--- config.mk ---
export PLATFORM = sky130hd
export DESIGN_NAME = bat_div
export DESIGN_NICKNAME = d
export VERILOG_FILES = /design/src/design/bat_pkg.sv /design/src/design/bat_div.sv
export SDC_FILE = /design/constraint.sdc
export NUM_CORES = 1
export LEC_CHECK = 0
export ABC_CLOCK_PERIOD_IN_PS = 3800
export BUFFER_PORTS_ARGS = -buffer_cell sky130_fd_sc_hd__buf_2
export CAP_MARGIN = 40
export CELL_PAD_IN_SITES_DETAIL_PLACEMENT = 0
export CELL_PAD_IN_SITES_GLOBAL_PLACEMENT = 1
export CORE_ASPECT_RATIO = 1.2
export CORE_MARGIN = 2
export CORE_UTILIZATION = 40
export CTS_CLUSTER_DIAMETER = 100
export CTS_CLUSTER_SIZE = 14
export DETAILED_ROUTE_END_ITERATION = 7
export PLACE_DENSITY_LB_ADDON = 0.1
export SYNTH_ARGS = -nofsm -noshare
export SYNTH_HDL_FRONTEND = slang
export SYNTH_SLANG_ARGS = --single-unit
--- constraint.sdc ---
create_clock -name clk -period 3.8 [get_ports clk]
set_clock_uncertainty 0.05 [all_clocks]
set_input_delay 1.14 -clock clk [delete_from_list [all_inputs] [get_ports clk]]
set_output_delay 1.14 -clock clk [all_outputs]
set_load 0.01 [all_outputs]
--- src/design/bat_pkg.sv ---
package bat_pkg;

    // Default geometry of the thumbnail and the largest accepted source.
    localparam int OUT_SIZE_DEF = 64;
    localparam int MAX_DIM_DEF  = 1024;

    // Fixed field widths.
    localparam int SIZE_W    = 11;
    localparam int CHAN_W    = 8;
    localparam int COORD_W   = 6;
    localparam int CFG_IDX_W = 2;
    localparam int STEP_W    = $clog2(CHAN_W);

    // Configuration register indexes.
    localparam logic [CFG_IDX_W-1:0] REG_SOURCE_WIDTH  = CFG_IDX_W'(0);
    localparam logic [CFG_IDX_W-1:0] REG_SOURCE_HEIGHT = CFG_IDX_W'(1);

    // Reset value of both size registers.
    localparam logic [SIZE_W-1:0] SIZE_RESET = SIZE_W'(64);

    // Per-pixel flags from the band tracker.
    typedef struct packed {
        logic emit;
        logic image_done;
    } band_tag_t;

    // Divider sequencer states.
    typedef enum logic [1:0] {
        DIV_IDLE,
        DIV_RUN,
        DIV_HOLD
    } div_state_t;

endpackage

--- src/design/bat_div.sv ---
module bat_div #(
    parameter int CNT_W  = 9,
    localparam int SUM_W = CNT_W + bat_pkg::CHAN_W
) (
    input  logic                             clk,
    input  logic                             rst_n,
    input  logic                             job_valid,
    input  logic [3:0][SUM_W-1:0]            job_sum,
    input  logic [CNT_W-1:0]                 job_count,
    input  logic [bat_pkg::COORD_W-1:0]      job_x,
    input  logic [bat_pkg::COORD_W-1:0]      job_y,
    input  logic                             job_done,
    output logic                             busy,
    output logic                             out_valid,
    input  logic                             out_ready,
    output logic [3:0][bat_pkg::CHAN_W-1:0]  quot,
    output logic [bat_pkg::COORD_W-1:0]      out_x,
    output logic [bat_pkg::COORD_W-1:0]      out_y,
    output logic                             image_done
);

    localparam logic [bat_pkg::STEP_W-1:0] STEP_FIRST = bat_pkg::STEP_W'(bat_pkg::CHAN_W - 1);

    bat_pkg::div_state_t state_reg, state_next;

    logic [bat_pkg::STEP_W-1:0]         step_reg;
    logic [CNT_W-1:0]                   divisor_reg;
    logic [3:0][SUM_W-1:0]              rem_reg;
    logic [3:0][bat_pkg::CHAN_W-1:0]    quot_reg;
    logic [bat_pkg::COORD_W-1:0]        x_reg, y_reg;
    logic                               done_reg;

    logic [SUM_W-1:0]                   shifted;
    logic [3:0]                         fits;
    logic                               run_step, last_step;

    // Next state.
    always_comb
    begin
        state_next = state_reg;
        unique case (state_reg)
            bat_pkg::DIV_IDLE: if (job_valid) state_next = bat_pkg::DIV_RUN;
            bat_pkg::DIV_RUN:  if (last_step) state_next = bat_pkg::DIV_HOLD;
            bat_pkg::DIV_HOLD: if (out_ready) state_next = bat_pkg::DIV_IDLE;
            default:           state_next = bat_pkg::DIV_IDLE;
        endcase
    end

    // State outputs.
    always_comb
    begin
        busy      = 1'b1;
        out_valid = 1'b0;
        run_step  = 1'b0;
        unique case (state_reg)
            bat_pkg::DIV_IDLE: busy      = 1'b0;
            bat_pkg::DIV_RUN:  run_step  = 1'b1;
            bat_pkg::DIV_HOLD: out_valid = 1'b1;
            default:           busy      = 1'b0;
        endcase
    end

    assign last_step = run_step && (step_reg == '0);

    // One quotient bit per lane each cycle, most significant first.
    always_comb
    begin
        shifted = SUM_W'(divisor_reg) << step_reg;
        for (int i = 0; i < 4; i++) begin
            fits[i] = rem_reg[i] >= shifted;
        end
    end

    always_ff @(posedge clk or negedge rst_n)
    begin
        if (!rst_n) begin
            state_reg <= bat_pkg::DIV_IDLE;
        end
        else begin
            state_reg <= state_next;
        end
    end

    // Division datapath.
    always_ff @(posedge clk)
    begin
        if (state_reg == bat_pkg::DIV_IDLE && job_valid) begin
            step_reg    <= STEP_FIRST;
            divisor_reg <= job_count;
            rem_reg     <= job_sum;
            quot_reg    <= '0;
            x_reg       <= job_x;
            y_reg       <= job_y;
            done_reg    <= job_done;
        end
        else if (run_step) begin
            step_reg <= step_reg - bat_pkg::STEP_W'(1);
            for (int i = 0; i < 4; i++) begin
                quot_reg[i] <= {quot_reg[i][bat_pkg::CHAN_W-2:0], fits[i]};
                if (fits[i]) begin
                    rem_reg[i] <= rem_reg[i] - shifted;
                end
            end
        end
    end

    assign quot       = quot_reg;
    assign out_x      = x_reg;
    assign out_y      = y_reg;
    assign image_done = done_reg;

endmodule

==> key figures <==
Final layout
  • Final #Nets: 1261
  • Commonest non-fill, non-tap cell in the layout: buf_2
  • Area growth from synthesis to layout: 21.9%
  • Most frequent cells in the layout: 140 x buf_2, 94 x nor2_1, 90 x edfxtp_1
  • Share of cells above drive strength 1: 0.228
  • Reg area: 0.00346 mm²
  • Max reg flops: 68
  • Multi-input combinational cell area: approximately 0.005 mm²
  • Fillers: approximately 2100
  • Design area: 0.0105 mm²

Placement
  • Dpl cell area: 0.00996 mm²
  • Port Buf Inserts: 140
  • Routability cong.: 0.902
  • Detail Placement HPWL: 19000 µm

Global routing
  • Initial antenna violation count: 1
  • Vias in the first global route: 7331
  • Overflow left after global routing: 0
  • First-pass GRT wire length: 39400 µm
  • GRT Total Usage: 0.220
  • Largest net degree at the start of global routing: between 50 and 60

Floorplan
  • Die area: 0.0228 mm²
  • Die span in x: 138 µm
  • I/O pins: 141
  • Placeable core area: ~0.021 mm²
  • Num rows: 58
  • Height of the die: 165 µm
  • Initial Util: 0.409

Clock network
  • Max Root-Sink Buffers: 2
  • Depth of the CTS H-tree: 4
  • Clock transition at path regs: 0.06 ns
  • CTS Buf Count: 17
  • Clock sink count: 127
  • Root Buffer: clkbuf_16
  • CTS tree: yes
  • Worst-skew pair later-pin latency: 0.43 ns

Synthesis
  • Post-Syn Area: around 0.0086 mm²
  • Average size of a mapped cell: 9.41 µm²
  • Yosys Warn Count: 0
  • Register area share after synthesis: 0.399
  • Netlist cell types: 72
  • Dominant synthesized flop cell: edfxtp_1
  • Largest cells by area after synthesis: edfxtp_1 31%, ha_1 10%, dfxtp_1 8.1%
  • Seq cells post-synth: 127
  • Post-synth EDFFs: 90
  • Async SR Flop Fraction: 0.0157
  • Synth top area share: 0.313
  • Largest area contributor in the netlist: edfxtp_1
  • Synth Instances: slightly above 900
  • Syn_nets: 1087

Setup path
  • Crit path capture type: flop
  • Worst EP required: 3.85 ns
  • CP arrival: roughly 3.6 ns
  • CP Class: flop to flop
  • Crit path max fanout: 17
  • Critical Path Start Type: flop

Detailed routing
  • TritonRoute pass-1 iters: 6
  • WL/cell: 18.0 µm
  • Via density: 5.46
  • DR vias: 7513
  • Starting DRT DRC Count: 544
  • Remaining DRCs: 0
  • Final WL: between 20000 and 25000 µm
  • Final ANT Viol Nets: 0

Run status
  • Outcome: finished clean

Timing
  • Fin. max-slew vios: 0
  • Crit path time final: 3.55 ns
  • Max Freq: around 280 MHz
  • Final Setup Violations: 0
  • Final hold vios: 0
  • Period Utilization, post-route: 0.934
  • Slew HR: 0.664
  • Unrepaired setup endpoints after global routing: false
  • Slew @ Worst Pin: 0.500 ns

Flow run
  • Max Cap Viol: 0

Hold path
  • Min-Delay Path Class: flop to flop
cell usage after synthesis, drive strengths merged, types with 5 or more instances:
cell type,n
a2111oi,6
a211oi,11
a21o,25
a21oi,86
a31oi,7
and2,6
and3,11
buf,9
clkbuf,35
dfxtp,35
edfxtp,90
ha,70
inv,26
mux2,5
mux2i,40
nand2,79
nand2b,7
nand3,30
nand4,11
nor2,94
nor2b,7
nor3,23
nor3b,5
o21a,9
o21ai,55
o21bai,5
o31a,6
o31ai,10
or3,5
xnor2,27
xor2,18
routing by layer:
metal,global-route usage,up-vias,share of wire
met4,0.0561,2,0.015
met2,0.374,229,0.47
met1,0.281,3469,0.45
li1,-,3782,-
met5,0,-,0.00053
met3,0.0548,31,0.064
per-stage QoR:
stage	util	setup TNS, ns	hold WS (ns)	worst slack (ns)	cells
5_1_grt	0.499	0	0.433	0.00569	1376
3_5_place_dp	0.472	-0.296	0.430	-0.0177	1344
4_1_cts	0.498	0	0.437	0.103	1376
6_report	0.499	0	0.443	0.252	1377
3_3_place_gp	0.472	0	0.421	0.0526	1344
2_1_floorplan	-	0	0.436	0.0721	919
path summary, 6_finish.rpt:
kind / from / end / slack [ns] / depth (start not counted)
worst min register to register: quot[31] / quot[31] / 0.44 / 2
worst max register to register: step_reg[1] / rem_reg[54] / 0.25 / 12
worst max-delay path: step_reg[1] / rem_reg[54] / 0.25 / 12
min in group asynchronous: rst_n / state_reg[1] / 0.45 / 1
worst min-delay path: quot[31] / quot[31] / 0.44 / 2
max in group asynchronous: rst_n / state_reg[0] / 3.15 / 1
critical path, cell delays in order, from the launching register on:
cell	delay [ns]
dfxtp_2	0.45
buf_4	0.19
nand2_1	0.05
o21ai_0	0.30
mux2i_1	0.17
buf_4	0.18
ha_1	0.29
nand2_1	0.07
or4_4	0.44
o41ai_4	0.37
nor2_1	0.08
a211oi_2	0.27
or2_4	0.33
layout make-up:
type                       instances  area share
inverter                          27     0.00986
multi-input combinational        721       0.466
timing repair buffer             199       0.111
tap                              270      0.0321
sequential                       127       0.328
clock inverter                    14      0.0124
clock buffer                      18      0.0407
antenna                            1    0.000238
cells by family (layout without fill, tap and decap cells):
logic type	after synthesis	count (layout)	share of synthesized area
flops	127	127	0.399
mux	45	45	0.0528
other cells	0	1	0
fa+ha+maj	74	74	0.111
buf+inv	71	258	0.0356
xor+xnor	45	45	0.0456
simple gates	301	301	0.167
compound gates	256	256	0.189
repair_timing:
action,4_1_cts,5_1_grt
hold endpoints to repair,0,0
resized for setup,1,5
pin swaps,0,0
endpoints found under the setup margin,17,68
cloned,0,0
setup buffers,0,0
hold buffers,0,0
Power is not shown: default switching activity piles up to over one toggle a cycle in this logic, so the estimate is an artifact.
