==> config.mk <==
export PLATFORM = sky130hd
export DESIGN_NAME = bat_band
export DESIGN_NICKNAME = d
export VERILOG_FILES = /design/src/design/bat_pkg.sv /design/src/design/bat_band.sv
export SDC_FILE = /design/constraint.sdc
export NUM_CORES = 1
export LEC_CHECK = 0
export ABC_CLOCK_PERIOD_IN_PS = 4000
export BUFFER_PORTS_ARGS = -buffer_cell sky130_fd_sc_hd__buf_2
export CAP_MARGIN = 15
export CORE_UTILIZATION = 45
export CTS_CLUSTER_DIAMETER = 100
export CTS_CLUSTER_SIZE = 40
export DETAILED_ROUTE_END_ITERATION = 10
export HOLD_SLACK_MARGIN = 0.03
export SYNTH_ARGS = -nofsm -noshare
export SYNTH_HDL_FRONTEND = slang
export SYNTH_SLANG_ARGS = --single-unit
==> constraint.sdc <==
create_clock -name clk -period 4 [get_ports clk]
set_input_delay 0.6 -clock clk [delete_from_list [all_inputs] [get_ports clk]]
set_output_delay 0.6 -clock clk [all_outputs]
set_load 0.005 [all_outputs]
==> src/design/bat_pkg.sv <==
package bat_pkg;

    // Default geometry of the thumbnail and the largest accepted source.
    localparam int OUT_SIZE_DEF = 64;
    localparam int MAX_DIM_DEF  = 1024;

    // Fixed field widths.
    localparam int SIZE_W    = 11;
    localparam int CHAN_W    = 8;
    localparam int COORD_W   = 6;
    localparam int CFG_IDX_W = 2;
    localparam int STEP_W    = $clog2(CHAN_W);

    // Configuration register indexes.
    localparam logic [CFG_IDX_W-1:0] REG_SOURCE_WIDTH  = CFG_IDX_W'(0);
    localparam logic [CFG_IDX_W-1:0] REG_SOURCE_HEIGHT = CFG_IDX_W'(1);

    // Reset value of both size registers.
    localparam logic [SIZE_W-1:0] SIZE_RESET = SIZE_W'(64);

    // Per-pixel flags from the band tracker.
    typedef struct packed {
        logic emit;
        logic image_done;
    } band_tag_t;

    // Divider sequencer states.
    typedef enum logic [1:0] {
        DIV_IDLE,
        DIV_RUN,
        DIV_HOLD
    } div_state_t;

endpackage

==> src/design/bat_band.sv <==
module bat_band #(
    parameter int OUT_SIZE = bat_pkg::OUT_SIZE_DEF,
    parameter int MAX_DIM  = bat_pkg::MAX_DIM_DEF,
    localparam int IDX_W   = $clog2(OUT_SIZE),
    localparam int DIM_W   = $clog2(MAX_DIM + 1),
    localparam int PROD_W  = $clog2((MAX_DIM + 1) * OUT_SIZE + 1)
) (
    input  logic                          clk,
    input  logic                          rst_n,
    input  logic                          cfg_wr,
    input  logic [bat_pkg::CFG_IDX_W-1:0] cfg_index,
    input  logic [bat_pkg::SIZE_W-1:0]    cfg_data,
    input  logic                          advance,
    output logic                          restart,
    output logic [IDX_W-1:0]              col_band,
    output logic [IDX_W-1:0]              row_band,
    output bat_pkg::band_tag_t            tag
);

    localparam logic [PROD_W-1:0] N_P      = PROD_W'(OUT_SIZE);
    localparam logic [IDX_W-1:0]  LAST_IDX = IDX_W'(OUT_SIZE - 1);

    // Clamp a size register into the supported range.
    function automatic logic [DIM_W-1:0] eff_size(input logic [bat_pkg::SIZE_W-1:0] v);
        if (32'(v) < 32'(OUT_SIZE)) begin
            return DIM_W'(OUT_SIZE);
        end
        else if (32'(v) > 32'(MAX_DIM)) begin
            return DIM_W'(MAX_DIM);
        end
        return DIM_W'(v);
    endfunction

    logic [bat_pkg::SIZE_W-1:0] width_reg, height_reg;
    logic [bat_pkg::SIZE_W-1:0] width_next, height_next;
    logic [DIM_W-1:0]           col_reg, row_reg;
    logic [IDX_W-1:0]           cb_reg, rb_reg;
    // coln = (col+1)*N, cbw = (cb+1)*W, and likewise for rows.
    logic [PROD_W-1:0]          coln_reg, cbw_reg, rown_reg, rbh_reg;

    logic [DIM_W-1:0]  w_eff, h_eff, w_eff_next, h_eff_next;
    logic [PROD_W-1:0] coln_inc, rown_inc;
    logic              col_hit, row_hit, line_end, frame_end;
    logic [DIM_W:0]    col_plus, row_plus;
    logic              wr_w, wr_h;

    // Register write decode.
    always_comb
    begin
        wr_w = 1'b0;
        wr_h = 1'b0;
        if (cfg_wr) begin
            unique case (cfg_index)
                bat_pkg::REG_SOURCE_WIDTH:  wr_w = 1'b1;
                bat_pkg::REG_SOURCE_HEIGHT: wr_h = 1'b1;
                default: ;
            endcase
        end
    end

    assign restart     = wr_w | wr_h;
    assign width_next  = wr_w ? cfg_data : width_reg;
    assign height_next = wr_h ? cfg_data : height_reg;
    assign w_eff       = eff_size(width_reg);
    assign h_eff       = eff_size(height_reg);
    assign w_eff_next  = eff_size(width_next);
    assign h_eff_next  = eff_size(height_next);

    // Band boundary tests, done as cross products instead of divisions.
    // col+1 >= floor((cb+1)*W/N) holds exactly when (col+2)*N > (cb+1)*W.
    assign coln_inc  = coln_reg + N_P;
    assign rown_inc  = rown_reg + N_P;
    assign col_hit   = coln_inc > cbw_reg;
    assign row_hit   = rown_inc > rbh_reg;
    assign col_plus  = {1'b0, col_reg} + (DIM_W+1)'(1);
    assign row_plus  = {1'b0, row_reg} + (DIM_W+1)'(1);
    assign line_end  = col_plus >= {1'b0, w_eff};
    assign frame_end = row_plus >= {1'b0, h_eff};

    assign col_band       = cb_reg;
    assign row_band       = rb_reg;
    assign tag.emit       = col_hit && row_hit;
    assign tag.image_done = col_hit && row_hit && (cb_reg == LAST_IDX) && (rb_reg == LAST_IDX);

    // Configuration registers.
    always_ff @(posedge clk or negedge rst_n)
    begin
        if (!rst_n) begin
            width_reg  <= bat_pkg::SIZE_RESET;
            height_reg <= bat_pkg::SIZE_RESET;
        end
        else begin
            width_reg  <= width_next;
            height_reg <= height_next;
        end
    end

    // Raster position and band tracking.
    always_ff @(posedge clk or negedge rst_n)
    begin
        if (!rst_n) begin
            col_reg  <= '0;
            row_reg  <= '0;
            cb_reg   <= '0;
            rb_reg   <= '0;
            coln_reg <= N_P;
            rown_reg <= N_P;
            cbw_reg  <= PROD_W'(eff_size(bat_pkg::SIZE_RESET));
            rbh_reg  <= PROD_W'(eff_size(bat_pkg::SIZE_RESET));
        end
        else if (restart) begin
            col_reg  <= '0;
            row_reg  <= '0;
            cb_reg   <= '0;
            rb_reg   <= '0;
            coln_reg <= N_P;
            rown_reg <= N_P;
            cbw_reg  <= PROD_W'(w_eff_next);
            rbh_reg  <= PROD_W'(h_eff_next);
        end
        else if (advance) begin
            if (line_end) begin
                col_reg  <= '0;
                coln_reg <= N_P;
                cb_reg   <= '0;
                cbw_reg  <= PROD_W'(w_eff);
                if (frame_end) begin
                    row_reg  <= '0;
                    rown_reg <= N_P;
                    rb_reg   <= '0;
                    rbh_reg  <= PROD_W'(h_eff);
                end
                else begin
                    row_reg  <= DIM_W'(row_plus);
                    rown_reg <= rown_inc;
                    if (row_hit && rb_reg != LAST_IDX) begin
                        rb_reg  <= rb_reg + IDX_W'(1);
                        rbh_reg <= rbh_reg + PROD_W'(h_eff);
                    end
                end
            end
            else begin
                col_reg  <= DIM_W'(col_plus);
                coln_reg <= coln_inc;
                if (col_hit && cb_reg != LAST_IDX) begin
                    cb_reg  <= cb_reg + IDX_W'(1);
                    cbw_reg <= cbw_reg + PROD_W'(w_eff);
                end
            end
        end
    end

endmodule

==> reports/qor.yml, run 1 <==
setup_path:
  crit_required_ns: 3.40
  path_max_fanout: 4
  cp.arrival_ns: 3.36
  critPathKind: "register to output port"
  worst_setup_path_end_kind: "output port"
  cp-start-kind: "register"
synth:
  synthesis.nets: 997
  synth.distinct_cells: 81
  ys_ff_latch: 112
  syn_inst: 908
  synth_area_um2: 8170
  synth_warnings: 0
  synth_edf_count: 0
  avgSynthCellArea_um2: 9.00
  yosysTopAreaCell: "dfrtp_1"
  synth_flop_cell: "dfrtp_1"
  synth_top_area_share_pct: 32.5
  ys_seq_area_share_pct: 34.4
  synthTopCellsByArea: "dfrtp_1 32%, ha_1 11%, nand2_1 4.1%"
  async_flop_share_pct: 100
cells_and_area:
  syn_to_final_growth_pct: 11.5
  final.fill_count: 1661
  stdcell_count: 1173
  antenna_cells: 0
  final_util_pct: 52.0
  nNetsFinal: 1032
  drive_above_1_share_pct: 13.6
global_routing:
  grt_pass1_vias: 6458
  grt_pass1_wl_um: 34300
  top_usage_layer: "met1"
  grt_overflow: 0
  antenna_found_initial: 0
  grt_use_met1_pct: 36.7
  grt_util_met2_pct: 35.1
  grt_usage_pct: 23.9
  grtUsageMet3_pct: 2.37
  grt_max_degree: 65
floorplanning:
  start_util_pct: 46.6
  core_area_um2: 17500
  dieHeight_um: 137
  die_w_um: 137
  die_area_um2: 18700
  pin_count: 32
  row_count: 48
detailed_routing:
  wirelength_um: 21000
  drt_iter0_markers: 488
  vias_per_cell: 5.83
  wl_per_cell_um: 17.9
  drc: 0
  first_pass_iters: 5
  vias: 6844
  ant_nets: 0
worst_hold_path:
  hp-class: "primary input to async pin"
power:
  power.density_nw_per_um2: 601
  ir_worst_vdd_v: 0.000320
  power_leakage_uw: 0.00422
sta:
  fin_crit_sh_pct: 99.1
  timing.fmax_mhz: 252
  finalHoldViolations: 0
  maxSlewHeadroom_pct: 42.7
  min_period_ns: 3.96
  worst_pin_slew_ns: 0.860
  rsz0062_at_grt: "yes"
  whs_ns: 0.349
  tns_ns: 0
  finClkSkew_ns: 0.00689
  finalMaxSlewViolations: 0
  setup_viol: 0
clock_network:
  cts.path.max_buffers: 2
  holdBufCountCts: 0
  numCtsBuffers: 9
  clockRootBuffer: "clkbuf_16"
  cts_tree: "yes"
  clkSlewWorstSetupHoldPaths_ns: 0.07
  cts.sinks: 112
  clock_latency_ns: 0.36
  htree_levels: 3
place:
  port-buffer-count: 31
  gp_congestion: 0.860
  dp_cells: 1157
  dp_hpwl_um: 15600
status:
  outcome: "finished clean"
flow_run:
  drv_cap: 0
-- through the flow --
stage	worst slack [ns]	instance area, µm²	total power [µW]
CTS	-0.0289	9090	5470
finish	0.0353	9110	5470
floorplan	0.371	8170	3650
global placement	0.206	8710	4410
global route	-0.129	9110	5910
detailed placement	0.0844	8710	4430
-- kinds of logic (layout without fill, tap and decap cells) --
group	Yosys count	in the layout	synth area share (%)
simple gates	290	290	17.9
mux	47	47	6.09
fa+ha+maj	72	72	11.2
xor+xnor	53	53	5.68
flops	112	112	34.4
buf+inv	102	142	5.04
compound gates	232	232	19.6
-- layer usage --
| metal | part of all wire [%] | vias to the layer above |
|---|---|---|
| li1 | - | 3412 |
| met1 | 53 | 3304 |
| met2 | 43 | 113 |
| met3 | 3.0 | 15 |
| met4 | 1.2 | 0 |
| met5 | 0 | - |
-- placed cells by master, fill, tap and decap left out, types with 22 or more instances in the layout --
| cell | instances |
|---|---|
| dfrtp_1 | 106 |
| nand2_1 | 89 |
| inv_1 | 69 |
| ha_1 | 69 |
| o21ai_0 | 52 |
| a21oi_1 | 51 |
| nor2_1 | 43 |
| nand3_1 | 39 |
| xnor2_1 | 30 |
| buf_2 | 30 |
| mux2i_1 | 25 |
| buf_4 | 25 |
| a22o_1 | 24 |
| xor2_1 | 22 |
-- worst max-delay path, stage by stage, from the launching register on --
cell	delay, ns
dfstp_2	0.59
ha_4	0.18
nand3_4	0.10
nor2_4	0.10
and3_4	0.20
nand3_2	0.09
xnor2_2	0.17
ha_1	0.32
nand4_1	0.12
or4_4	0.55
nor4_4	0.19
nor4_2	0.10
and3_1	0.18
buf_2	0.12
-- what timing repair did --
action                                  4_1_cts  5_1_grt
setup buffers                                 0        1
pin swaps                                     7        4
endpoints found under the setup margin        2        9
gates resized for setup                      15        2
-- path summary, 6_finish.rpt --
kind | from | endpoint | slack (ns) | depth (start not counted)
worst max-delay path | rown_reg[6] | tag[0] | 0.04 | 13
worst min-delay path | rst_n | col_reg[1] | 0.35 | 1
worst max register to register | rown_reg[6] | rbh_reg[15] | 0.16 | 15
worst min register to register | row_reg[9] | row_reg[9] | 0.52 | 2
max in group asynchronous | rst_n | rbh_reg[6] | 2.69 | 2
min in group clk | row_reg[9] | row_reg[9] | 0.52 | 2
-- cell usage after synthesis, types with 8 or more instances --
cell type and instances:
clkbuf_1 23, o31ai_1 10, a211oi_1 8, xor2_1 22, a22o_1 24, nand4_1 15, nand2_1 89, nor4_1 11
nor2_1 46, o21ai_0 52, nand3_1 41, nand2b_1 9, mux2_2 20, inv_1 69, xnor2_1 31, and3_1 18
ha_1 70, a21o_1 10, o211ai_1 9, mux2i_1 25, nor3_1 21, a21oi_1 52, dfrtp_1 106
-- power by group --
part | switching, µW | leakage [µW] | total, µW | internal, µW
combinational | 1520 | 0.00263 | 2740 | 1220
sequential | 335 | 0.00144 | 1750 | 1410
clock | 433 | 0.000159 | 988 | 555
total | 2290 | 0.00422 | 5470 | 3190
-- cell type report --
| type | instances | area [µm²] | share of cell area [%] |
|---|---|---|---|
| clock buffer | 14 | 284 | 3.12 |
| inverter | 69 | 259 | 2.84 |
| sequential | 112 | 2810 | 30.8 |
| multi-input combinational | 694 | 5060 | 55.6 |
| tap | 225 | 282 | 3.09 |
| clock inverter | 2 | 35.0 | 0.384 |
| timing repair buffer | 57 | 378 | 4.15 |
No activity file was read; power rests on OpenSTA's default activity.
==> run 2: changes to the inputs <==
--- a/config.mk
+++ b/config.mk
@@ -6,7 +6,7 @@
 export NUM_CORES = 1
 export LEC_CHECK = 0
 export ABC_CLOCK_PERIOD_IN_PS = 4000
-export BUFFER_PORTS_ARGS = -buffer_cell sky130_fd_sc_hd__buf_2
+export BUFFER_PORTS_ARGS = -buffer_cell sky130_fd_sc_hd__buf_4
 export CAP_MARGIN = 15
 export CORE_UTILIZATION = 45
 export CTS_CLUSTER_DIAMETER = 100
==> run 2 against run 1 <==
Clock-buffer cell count is 1 lower. Die area stayed put. Via count is 2.0% higher. Final area is 1.8% higher. Utilization is 0.96 points higher. Critical path depth stayed put. Global-route usage is 0.28 points higher. Critical endpoint unchanged. Largest cell class unchanged. Largest power group unchanged.
==> reports/qor.yml, run 2 (synthesis results as in run 1) <==
status:
  outcome: "finished clean"
setup_path:
  path_max_fanout: 4  # unchanged
  cpMaxStageDelayCell: "dfstp_2"
  reg2reg_from: "rown_reg[6]"
  critPathKind: "register to output port"
  critPathMaxStageDelay_ns: 0.58  # about the same
  cp-startpoint: "rown_reg[6]"
  path_buf_inv: 1  # unchanged
  crit_required_ns: 3.40  # about the same
  worst_setup_path_end_kind: "output port"
  crit_chain: "ha_4 -> nand3_4 -> nor2_4 -> and3_4 -> nand3_4 -> xnor2_4 -> ha_4 -> nand4_1 -> or4_4 -> nor4_4 -> nor4_2 -> and3_1 -> buf_4"
  cp-start-kind: "register"
  cp.arrival_ns: 3.35  # about the same
  crit_family: "simple AND/OR/NAND/NOR gates"
detailed_routing:
  wirelength_um: 21200  # +1.3%
  vias_per_cell: 5.91  # +1.4%
  ant_nets: 0  # unchanged
  vias: 6978  # +2.0%
  first_pass_iters: 5  # unchanged
  drt_iter0_markers: 506  # +3.7%
  wl_per_cell_um: 18.0  # +0.73%
  drc: 0  # unchanged
global_routing:
  antenna_found_initial: 0  # unchanged
  grt_max_degree: 65  # unchanged
  grt_pass1_vias: 6585  # +2.0%
  grt_usage_pct: 24.1  # +0.28 points
  grt_overflow: 0  # unchanged
  grt_pass1_wl_um: 34800  # +1.5%
cells_and_area:
  nNetsFinal: 1039  # +0.68%
  layout_common_cells: "106 x dfrtp_1, 89 x nand2_1, 69 x inv_1"
  final_common_cell: "dfrtp_1"
  antenna_cells: 0  # unchanged
  syn_to_final_growth_pct: 13.6
  final.fill_count: 1637  # -1.4%
  drive_above_1_share_pct: 14.7  # +1.1 points
clock_network:
  cts_tree: "yes"
  cts.sinks: 112  # unchanged
  clock_latency_ns: 0.36  # about the same
  numCtsBuffers: 9  # unchanged
  cts.path.max_buffers: 2  # unchanged
  clockRootBuffer: "clkbuf_16"
  holdBufCountCts: 0  # unchanged
  htree_levels: 3  # unchanged
  clkSlewWorstSetupHoldPaths_ns: 0.07  # about the same
sta:
  finalHoldViolations: 0  # unchanged
  finalMaxSlewViolations: 0  # unchanged
  finClkSkew_ns: 0.00625  # -0.000638 ns
  rsz0062_at_grt: "yes"
  min_period_ns: 3.95  # -0.0149 ns
  maxSlewHeadroom_pct: 43.5  # +0.85 points
  timing.fmax_mhz: 253  # +0.38%
  setup_viol: 0  # unchanged
  worst_slack_ns: 0.0503  # +0.0149 ns
  fin_crit_sh_pct: 98.7  # -0.37 points
  whs_ns: 0.335  # -0.0138 ns
  worst_pin_slew_ns: 0.847  # -0.0127 ns
place:
  dp_hpwl_um: 15700  # +0.70%
  port-buffer-count: 31  # unchanged
  gp_congestion: 0.855  # -0.57%
  post-place-ws_ns: 0.0509  # -0.0335 ns
floorplanning:
  core_area_um2: 17500  # unchanged
  die_area_um2: 18700  # unchanged
  row_count: 48  # unchanged
  pin_count: 32  # unchanged
  start_util_pct: 46.6  # unchanged
  die_w_um: 137  # unchanged
  dieHeight_um: 137  # unchanged
power:
  power_leakage_uw: 0.00427  # +1.1%
  power.density_nw_per_um2: 593  # -1.3%
  ir_worst_vdd_v: 0.000325  # +1.6%
worst_hold_path:
  hp-class: "primary input to async pin"
flow_run:
  drv_cap: 0  # unchanged
-- run 2: cell types whose count changed in the layout (fill, tap and decap cells not counted), sizes merged --
cell / delta
buf: +7
clkbuf: -1
clkinv: +1
-- run 2: report_power, final --
| part | total, µW | internal (µW) | switching [µW] |
|---|---|---|---|
| Sequential | 1750 | 1410 | 341 |
| Clock | 953 | 520 | 433 |
| Combinational | 2800 | 1260 | 1540 |
-- run 2: per-stage QoR --
stage | power (µW) | cell area [µm²] | utilization [%] | instances | TNS [ns]
2_1_floorplan | 3650 | 8170 | - | 908 | 0
3_3_place_gp | 4420 | 8770 | 50.0 | 1157 | 0
3_5_place_dp | 4450 | 8770 | 50.0 | 1157 | 0
4_1_cts | 5470 | 9170 | 52.3 | 1176 | -0.0135
5_1_grt | 5960 | 9280 | 52.9 | 1180 | -0.235
6_report | 5500 | 9280 | 52.9 | 1180 | 0
-- run 2: worst paths after layout --
path | endpoint | slack, ns | depth (start not counted)
setup / recovery | tag[0] | 0.05 | 13
hold / removal | col_reg[2] | 0.33 | 1
setup reg to reg | rbh_reg[15] | 0.25 | 15
hold reg to reg | rbh_reg[9] | 0.52 | 2
max in group asynchronous | rbh_reg[6] | 2.71 | 2
min in group clk | rbh_reg[9] | 0.52 | 2
-- run 2: area by class of cell --
| class | count | area [µm²] | share of cell area, % |
|---|---|---|---|
| Clock buffer | 13 | 260 | 2.80 |
| Clock inverter | 3 | 40.0 | 0.431 |
| Inverter | 69 | 259 | 2.79 |
| Multi-Input combinational cell | 694 | 5130 | 55.3 |
| Sequential cell | 112 | 2810 | 30.3 |
| Tap cell | 225 | 282 | 3.03 |
| Timing Repair Buffer | 64 | 497 | 5.35 |
-- run 2: timing repair --
item,4_1_cts,5_1_grt
setup endpoints to repair,3,10
gates resized for setup,16,13
pin swaps,7,5
gates cloned,0,0
setup buffers,4,4
-- run 2: layer usage --
metal | wire length [µm] | global-route usage, %
met2 | 9140 | 35.8
met1 | 10900 | 36.6
met4 | 302 | 6.98
met5 | 0 | 0
met3 | 927 | 2.74
